==> config.mk <==
export PLATFORM = sky130hd
export DESIGN_NAME = hbs_ctrl
export DESIGN_NICKNAME = d
export VERILOG_FILES = /design/src/hbs_pkg.sv /design/src/hbs_ctrl.sv
export VERILOG_INCLUDE_DIRS = /design/src /design/src/src
export SDC_FILE = /design/constraint.sdc
export NUM_CORES = 1
export LEC_CHECK = 0
export BUFFER_PORTS_ARGS = -buffer_cell sky130_fd_sc_hd__buf_2
export CORE_AREA = 2 2 39 41
export CTS_BUF_LIST = sky130_fd_sc_hd__clkbuf_8
export CTS_CLUSTER_SIZE = 24
export DETAILED_ROUTE_END_ITERATION = 7
export DIE_AREA = 0 0 41 43
export PLACE_DENSITY_LB_ADDON = 0.1
export SLEW_MARGIN = 10
export SYNTH_ARGS = -nofsm -noshare
export SYNTH_HDL_FRONTEND = slang
export SYNTH_SLANG_ARGS = --single-unit
==> constraint.sdc <==
create_clock -name clk -period 2.2 [get_ports clk]
set_input_delay 0.44 -clock clk [delete_from_list [all_inputs] [get_ports clk]]
set_output_delay 0.44 -clock clk [all_outputs]
set_load 0.01 [all_outputs]
==> src/heightfield_bilinear_sampler_top_macros.svh <==
// assertion macros, sampled on clk, reset is rst_n
`ifndef HEIGHTFIELD_BILINEAR_SAMPLER_TOP_MACROS_SVH
`define HEIGHTFIELD_BILINEAR_SAMPLER_TOP_MACROS_SVH

`ifndef SYNTHESIS
`define HBS_ASSERT(lbl, prop, msg) \
  lbl: assert property (@(posedge clk) disable iff (!rst_n) prop) else $error(msg);
`define HBS_ASSERT_RST(lbl, prop, msg) \
  lbl: assert property (@(posedge clk) prop) else $error(msg);
`else
`define HBS_ASSERT(lbl, prop, msg)
`define HBS_ASSERT_RST(lbl, prop, msg)
`endif

`endif

==> src/hbs_pkg.sv <==
package hbs_pkg;

  localparam int GRID_POINTS = 64;
  localparam int IDX_W       = $clog2(GRID_POINTS);
  localparam int ADDR_W      = 2 * IDX_W;
  localparam int CELLS       = GRID_POINTS * GRID_POINTS;
  localparam int HEIGHT_W    = 16;
  localparam int FRAC_W      = 16;
  localparam int COORD_W     = 18;
  localparam int WEIGHT_W    = FRAC_W + 1;
  localparam int SCALED_W    = FRAC_W + IDX_W;
  localparam int LINE_W      = HEIGHT_W + FRAC_W;
  localparam int ACC_W       = HEIGHT_W + 2 * FRAC_W;
  localparam int IN_DATA_W   = 64;
  localparam int OUT_DATA_W  = 16;

  localparam logic CMD_LOAD   = 1'b0;
  localparam logic CMD_SAMPLE = 1'b1;

  typedef enum logic [3:0] {
    ST_IDLE,
    ST_RD0,
    ST_RD1,
    ST_RD2,
    ST_RD3,
    ST_M4,
    ST_M5,
    ST_Z0,
    ST_Z1,
    ST_Z2,
    ST_FIN
  } state_t;

  typedef enum logic [1:0] {
    MS_RD,
    MS_H0,
    MS_H1
  } mul_src_t;

  typedef enum logic [1:0] {
    W_X0,
    W_X1,
    W_Z0,
    W_Z1
  } mul_w_t;

  typedef enum logic [2:0] {
    D_NONE,
    D_H0_LD,
    D_H0_ADD,
    D_H1_LD,
    D_H1_ADD,
    D_ACC_LD,
    D_ACC_ADD
  } dst_t;

  typedef struct packed {
    logic     capture;
    logic     mem_we;
    logic [1:0] corner;
    logic     mul_en;
    mul_src_t mul_src;
    mul_w_t   mul_w;
    dst_t     dst;
    logic     out_load;
  } cmd_t;

  typedef struct packed {
    logic out_busy;
  } sts_t;

endpackage

==> src/hbs_ctrl.sv <==
`include "heightfield_bilinear_sampler_top_macros.svh"

module hbs_ctrl (
  input  logic          clk,
  input  logic          rst_n,
  input  logic          in_tvalid,
  input  logic          in_tuser,
  output logic          in_tready,
  input  hbs_pkg::sts_t sts,
  output hbs_pkg::cmd_t cmd
);

  hbs_pkg::state_t state_r;
  hbs_pkg::state_t state_nxt;
  logic            accept;

  assign in_tready = (state_r == hbs_pkg::ST_IDLE);
  assign accept    = in_tvalid && in_tready;

  always_ff @(posedge clk) begin
    if (!rst_n) begin
      state_r <= hbs_pkg::ST_IDLE;
    end else begin
      state_r <= state_nxt;
    end
  end

  always_comb begin
    state_nxt = state_r;
    unique case (state_r)
      hbs_pkg::ST_IDLE: begin
        if (accept && in_tuser == hbs_pkg::CMD_SAMPLE) begin
          state_nxt = hbs_pkg::ST_RD0;
        end
      end
      hbs_pkg::ST_RD0: state_nxt = hbs_pkg::ST_RD1;
      hbs_pkg::ST_RD1: state_nxt = hbs_pkg::ST_RD2;
      hbs_pkg::ST_RD2: state_nxt = hbs_pkg::ST_RD3;
      hbs_pkg::ST_RD3: state_nxt = hbs_pkg::ST_M4;
      hbs_pkg::ST_M4:  state_nxt = hbs_pkg::ST_M5;
      hbs_pkg::ST_M5:  state_nxt = hbs_pkg::ST_Z0;
      hbs_pkg::ST_Z0:  state_nxt = hbs_pkg::ST_Z1;
      hbs_pkg::ST_Z1:  state_nxt = hbs_pkg::ST_Z2;
      hbs_pkg::ST_Z2:  state_nxt = hbs_pkg::ST_FIN;
      hbs_pkg::ST_FIN: begin
        if (!sts.out_busy) begin
          state_nxt = hbs_pkg::ST_IDLE;
        end
      end
      default: state_nxt = hbs_pkg::ST_IDLE;
    endcase
  end

  always_comb begin
    cmd          = '0;
    cmd.mul_src  = hbs_pkg::MS_RD;
    cmd.mul_w    = hbs_pkg::W_X0;
    cmd.dst      = hbs_pkg::D_NONE;
    unique case (state_r)
      hbs_pkg::ST_IDLE: begin
        cmd.capture = accept && (in_tuser == hbs_pkg::CMD_SAMPLE);
        cmd.mem_we  = accept && (in_tuser == hbs_pkg::CMD_LOAD);
      end
      hbs_pkg::ST_RD0: begin
        cmd.corner = 2'd0;
      end
      hbs_pkg::ST_RD1: begin
        cmd.corner = 2'd1;
        cmd.mul_en = 1'b1;
        cmd.mul_w  = hbs_pkg::W_X0;
      end
      hbs_pkg::ST_RD2: begin
        cmd.corner = 2'd2;
        cmd.mul_en = 1'b1;
        cmd.mul_w  = hbs_pkg::W_X1;
        cmd.dst    = hbs_pkg::D_H0_LD;
      end
      hbs_pkg::ST_RD3: begin
        cmd.corner = 2'd3;
        cmd.mul_en = 1'b1;
        cmd.mul_w  = hbs_pkg::W_X0;
        cmd.dst    = hbs_pkg::D_H0_ADD;
      end
      hbs_pkg::ST_M4: begin
        cmd.mul_en = 1'b1;
        cmd.mul_w  = hbs_pkg::W_X1;
        cmd.dst    = hbs_pkg::D_H1_LD;
      end
      hbs_pkg::ST_M5: begin
        cmd.dst = hbs_pkg::D_H1_ADD;
      end
      hbs_pkg::ST_Z0: begin
        cmd.mul_en  = 1'b1;
        cmd.mul_src = hbs_pkg::MS_H0;
        cmd.mul_w   = hbs_pkg::W_Z0;
      end
      hbs_pkg::ST_Z1: begin
        cmd.mul_en  = 1'b1;
        cmd.mul_src = hbs_pkg::MS_H1;
        cmd.mul_w   = hbs_pkg::W_Z1;
        cmd.dst     = hbs_pkg::D_ACC_LD;
      end
      hbs_pkg::ST_Z2: begin
        cmd.dst = hbs_pkg::D_ACC_ADD;
      end
      hbs_pkg::ST_FIN: begin
        cmd.out_load = !sts.out_busy;
      end
      default: begin
        cmd.corner = 2'd0;
      end
    endcase
  end

  `HBS_ASSERT(a_sample_starts,
    (accept && in_tuser == hbs_pkg::CMD_SAMPLE) |=> (state_r == hbs_pkg::ST_RD0),
    "sample beat did not start a read sequence")
  `HBS_ASSERT(a_load_stays_idle,
    (accept && in_tuser == hbs_pkg::CMD_LOAD) |=> (state_r == hbs_pkg::ST_IDLE),
    "load beat left the idle state")
  `HBS_ASSERT(a_no_overwrite,
    cmd.out_load |-> !sts.out_busy,
    "result loaded while previous result still pending")
  `HBS_ASSERT_RST(a_reset_idle,
    !$past(rst_n) |-> (state_r == hbs_pkg::ST_IDLE),
    "controller not idle after reset")

endmodule

==> run metrics, run 1 <==
Starting Density 29.39%; Biggest register state_r; RSZ-0062 raised after global routing no; Clock Sink Count 4; post-layout min period 2.039 ns; Hold Fails Final Rpt 0; worst relative slew slack between 60% and 70%; Post-synth ARST share 0%; Crit. End Element primary output; Required @ worst endpoint 1.76 ns; Std-Cell Rows 14; syn nets just over 60; synthesized area 406.6 um2; leakage power between 0.0002 and 0.0003 uW; DRC violations left 0; CTS tree yes; Final Cell Area 543.0 um2; area delta synth->final 33.54%; DIE AREA 1763 um2; first-pass GRT wire length 1.642 mm; Core Box Area 1384 um2; Startpoint Class register; max reg flops 4; gr usage total 13.97%; vias ~450; Max Slew Vio Count 0; DR WL/cell roughly 11 um; Clock Root Buffer clkbuf_8; Max VDD drop between 0.0002 and 0.0003 V; total chip power between 200 and 300 uW; PwrDens 475.8 nW/um2; post-synthesis register bit count 4; Peak Freq a little under 500 MHz; Setup-failing EPs final 0; Slew @ Worst Pin 0.5188 ns; clock-pin slew on the worst setup and hold paths 0.03 ns; biggest regs state_r: 4 flops; largest net degree at the start of global routing 18; PortBufs 18; Post-layout nets 82; setup bufs post-CTS 0; Die Ht 43 um; post-cts repair resize count 0; Most used DFF post-synth dfxtp_1; initial antenna violation count 0; Layout Skew between 0.001 and 0.0015 ns; Die X 41 um; Syn Area/Cell 7.134 um2; total gr overflow 0; Inserted Clock Buffers 3; Hold WS 0.5359 ns; Cells after Synth 57; Final HPWL DP 724.9 um; Unique masters post-synth 28; Crit Path Class reg2out; antenna violation net count after detailed routing 0; Final period util 92.68%; Max-Cap Viols 0; CTS Buffer Depth 2; Vias/cell 4.956; final core occ 39.24%; cts-stage hold buffer count 0; CP max FO 17; routed wire length 969 um; H-tree depth 1; Yosys warning count 0; Clk Latency, worst-skew pair 0.21 ns; io pins 19; HP Class in2reg; Area after DPL 501.7 um2; antenna fix cells 0; share of cells above drive strength 1 between 30% and 40%; Initial DRT Pass Iterations 3; register area share after synthesis 19.69%; Detailed Route Iter0 Violations 2; Setup TNS Final 0 ns; vias in the first global route 390; critical path arrival approximately 1.6 ns; status complete, no violations; Post-synth EDFFs 0; RD Place Congestion between 0.6 and 0.7
cell type report:
class                           instances  area [um2]
Clock buffer                            3       41.29
Fill cell                             151       840.8
Inverter                                5       18.77
Multi-Input combinational cell         43       277.8
Sequential cell                         4       80.08
Tap cell                               16       20.02
Timing Repair Buffer                   20       105.1
metal layers:
layer / vias to the layer above / wire length (um) / GRT usage, %
li1: 240 / - / -
met1: 205 / 467 / 19.03
met2: 6 / 483 / 18.44
met3: 0 / 19 / 4.712
met4: 0 / 0 / 8.000
met5: - / 0 / 0
worst paths after layout:
kind | end | start | slack, ns | cells past startpoint
worst max-delay path | cmd[11] | state_r[2]$_SDFFE_PN0P_ | 0.16 | 3
worst min-delay path | state_r[2]$_SDFFE_PN0P_ | rst_n | 0.54 | 3
worst max register to register | state_r[3]$_SDFFE_PN0P_ | state_r[2]$_SDFFE_PN0P_ | 0.76 | 4
worst min register to register | state_r[0]$_SDFFE_PN0P_ | state_r[0]$_SDFFE_PN0P_ | 0.70 | 1
where the power goes:
part           switching, uW  leakage [uW]  internal (uW)
sequential              4.51     0.0000324           74.6
combinational           14.7      0.000200           14.6
clock                   33.7     0.0000216            116
worst max-delay path, stage by stage (launching register included):
cell	delay (ns)
dfxtp_1	0.46
or4_4	0.59
nor3b_1	0.18
buf_2	0.15
cell usage after synthesis (2+ instances only):
cell	number	area (um2)
nand2_1	6	22.52
nand2b_1	6	37.54
dfxtp_1	4	80.08
inv_1	4	15.01
a21oi_1	3	15.01
buf_2	3	15.01
o21ai_0	3	15.01
o32ai_1	3	26.28
or2_2	3	18.77
nor2b_1	2	12.51
nor3_1	2	10.01
nor3b_1	2	15.01
placed cells by master (no fill, tap or decap), types with 2 or more instances in the layout:
master	count
nor2b_1	2
buf_2	18
inv_1	4
o21ai_0	3
a21oi_1	3
dfxtp_1	4
clkbuf_8	3
nor3b_1	2
or2_2	3
o32ai_1	3
nor3_1	2
buf_4	2
nand2_1	6
nand2b_1	6
per-stage QoR:
| step | instances | setup WS, ns |
|---|---|---|
| after floorplan | 57 | 0.4812 |
| after global placement | 88 | 0.4046 |
| after detailed placement | 88 | 0.3926 |
| after CTS | 91 | 0.1606 |
| after global routing | 91 | 0.06895 |
| final | 91 | 0.1610 |
kinds of logic (layout without fill, tap and decap cells):
family,Yosys count,in the layout,share of synthesized area (%)
AO/OA/AOI/OAI,15,15,26.46
multiplexers,1,1,2.462
AND/OR/NAND/NOR,26,26,37.23
flip-flops,4,4,19.69
XOR/XNOR,1,1,2.154
buffers and inverters,10,28,12.00
Note: power is estimated with default switching activity, not from simulation.
==> run 2, diff against run 1 <==
Clock period 2.2 ns to 2.65 ns, I/O delays scaled along.
==> run 2 against run 1 <==
Routed wire length is 3.0% lower; non-clock buffer count is 2 lower; clock-buffer cell count unchanged; total power down 17%.
==> run metrics, run 2 (synthesis gave the netlist of run 1 again) <==
status complete, no violations; critical path arrival 1.64 ns; most frequent cells in the layout buf_2, nand2b_1, nand2_1; Max Slew Vio Count 0; vias in the first global route ~350; post-cts repair resize count 0; leakage power 0.0002432 uW; Core Box Area around 1400 um2; Initial DRT Pass Iterations 5; biggest regs state_r: 4 flops; antenna violation net count after detailed routing 0; Final period util 81.92%; setup bufs post-CTS 0; DR WL/cell 10.56 um; Crit Path Class reg2out; Setup-failing EPs final 0; HP Class in2reg; initial antenna violation count 0; total chip power 213.6 uW; R2R cell count 4; gr usage total 12.86%; Crit. End Element primary output; PortBufs 18; clock-pin slew on the worst setup and hold paths ~0.030 ns; Post-layout nets 80; Final Cell Area 528.0 um2; worst setup margin 0.4791 ns; Clk Latency, worst-skew pair 0.21 ns; Die X 41 um; first-pass GRT wire length 1.469 mm; Clock Root Buffer clkbuf_8; largest net degree at the start of global routing 19; io pins 19; hold depth 3; RSZ-0062 raised after global routing no; Max VDD drop around 0.00029 V; Hold Fails Final Rpt 0; post-layout min period 2.171 ns; Vias/cell 5.022; Inserted Clock Buffers 3; vias 447; Area after DPL between 400 and 500 um2; Required @ worst endpoint about 2.1 ns; antenna fix cells 0; Setup TNS Final 0 ns; H-tree depth 1; share of cells above drive strength 1 a little under two fifths; pre-CTS setup slack 0.6906 ns; CP max FO 18; worst relative slew slack around 62%; total gr overflow 0; CTS Buffer Depth 2; RD Place Congestion 0.6497; routed wire length 940 um; Starting Density around 30%; Max-Cap Viols 0; area delta synth->final 29.85%; Slew @ Worst Pin around 0.57 ns; Final HPWL DP roughly 670 um; CTS tree yes; Startpoint Class register; Layout Skew 0.001253 ns; Detailed Route Iter0 Violations 9; # placed instances 86; DRC violations left 0; PwrDens 404.6 nW/um2; max reg flops 4; Filler cells 160; Biggest register state_r; cts-stage hold buffer count 0; Std-Cell Rows 14; DIE AREA between 1500 and 2000 um2; Die Ht 43 um; Peak Freq 460.6 MHz; commonest non-fill, non-tap cell in the layout buf_2; Clock Sink Count 4; Final Non-Filler Cells 89
==> run 2: cell types whose count changed in the layout (fill, tap and decap cells not counted), sizes merged <==
| cell | change |
|---|---|
| buf | -2 |
==> run 2: path summary, 6_finish.rpt <==
path / slack [ns] / endpoint / startpoint
max reg2reg: 1.16 / state_r[3]$_SDFFE_PN0P_ / state_r[1]$_SDFFE_PN0P_
min: 0.63 / state_r[2]$_SDFFE_PN0P_ / rst_n
min reg2reg: 0.70 / state_r[0]$_SDFFE_PN0P_ / state_r[0]$_SDFFE_PN0P_
max: 0.48 / cmd[11] / state_r[1]$_SDFFE_PN0P_
==> run 2: final cells by class <==
type / count / area [um2] / share of cell area, %
inverters: 5 / 18.77 / 3.555
repair buffers: 18 / 90.09 / 17.06
multi-input cells: 43 / 277.8 / 52.61
flip-flops and latches: 4 / 80.08 / 15.17
clock buffers: 3 / 41.29 / 7.820
well taps: 16 / 20.02 / 3.791
==> run 2: per-layer routing <==
metal	track usage [%]	wire, um	vias up
li1	-	-	239
met1	17.10	458	200
met2	15.94	453	8
met3	4.712	28	0
met4	10.00	0	0
met5	0	0	-
==> run 2: where the power goes <==
| group | internal [uW] | switching (uW) | leakage [uW] |
|---|---|---|---|
| combinational | 11.7 | 11.6 | 0.000189 |
| sequential | 61.9 | 4.36 | 0.0000324 |
| clock | 96.5 | 27.5 | 0.0000216 |
==> run 2: metrics by stage <==
stage / hold slack (ns) / util, %
final: 0.6327 / 38.16
after global routing: 0.6470 / 38.16
after CTS: 0.6326 / 38.16
after detailed placement: 0.6949 / 35.17
after global placement: 0.6933 / 35.17
after floorplan: 0.6048 / -
==> run 2: worst max-delay path: stages (launching register included) <==
cell and delay [ns]:
dfxtp_1 0.47, or4_4 0.63, nor3b_1 0.17, buf_2 0.15
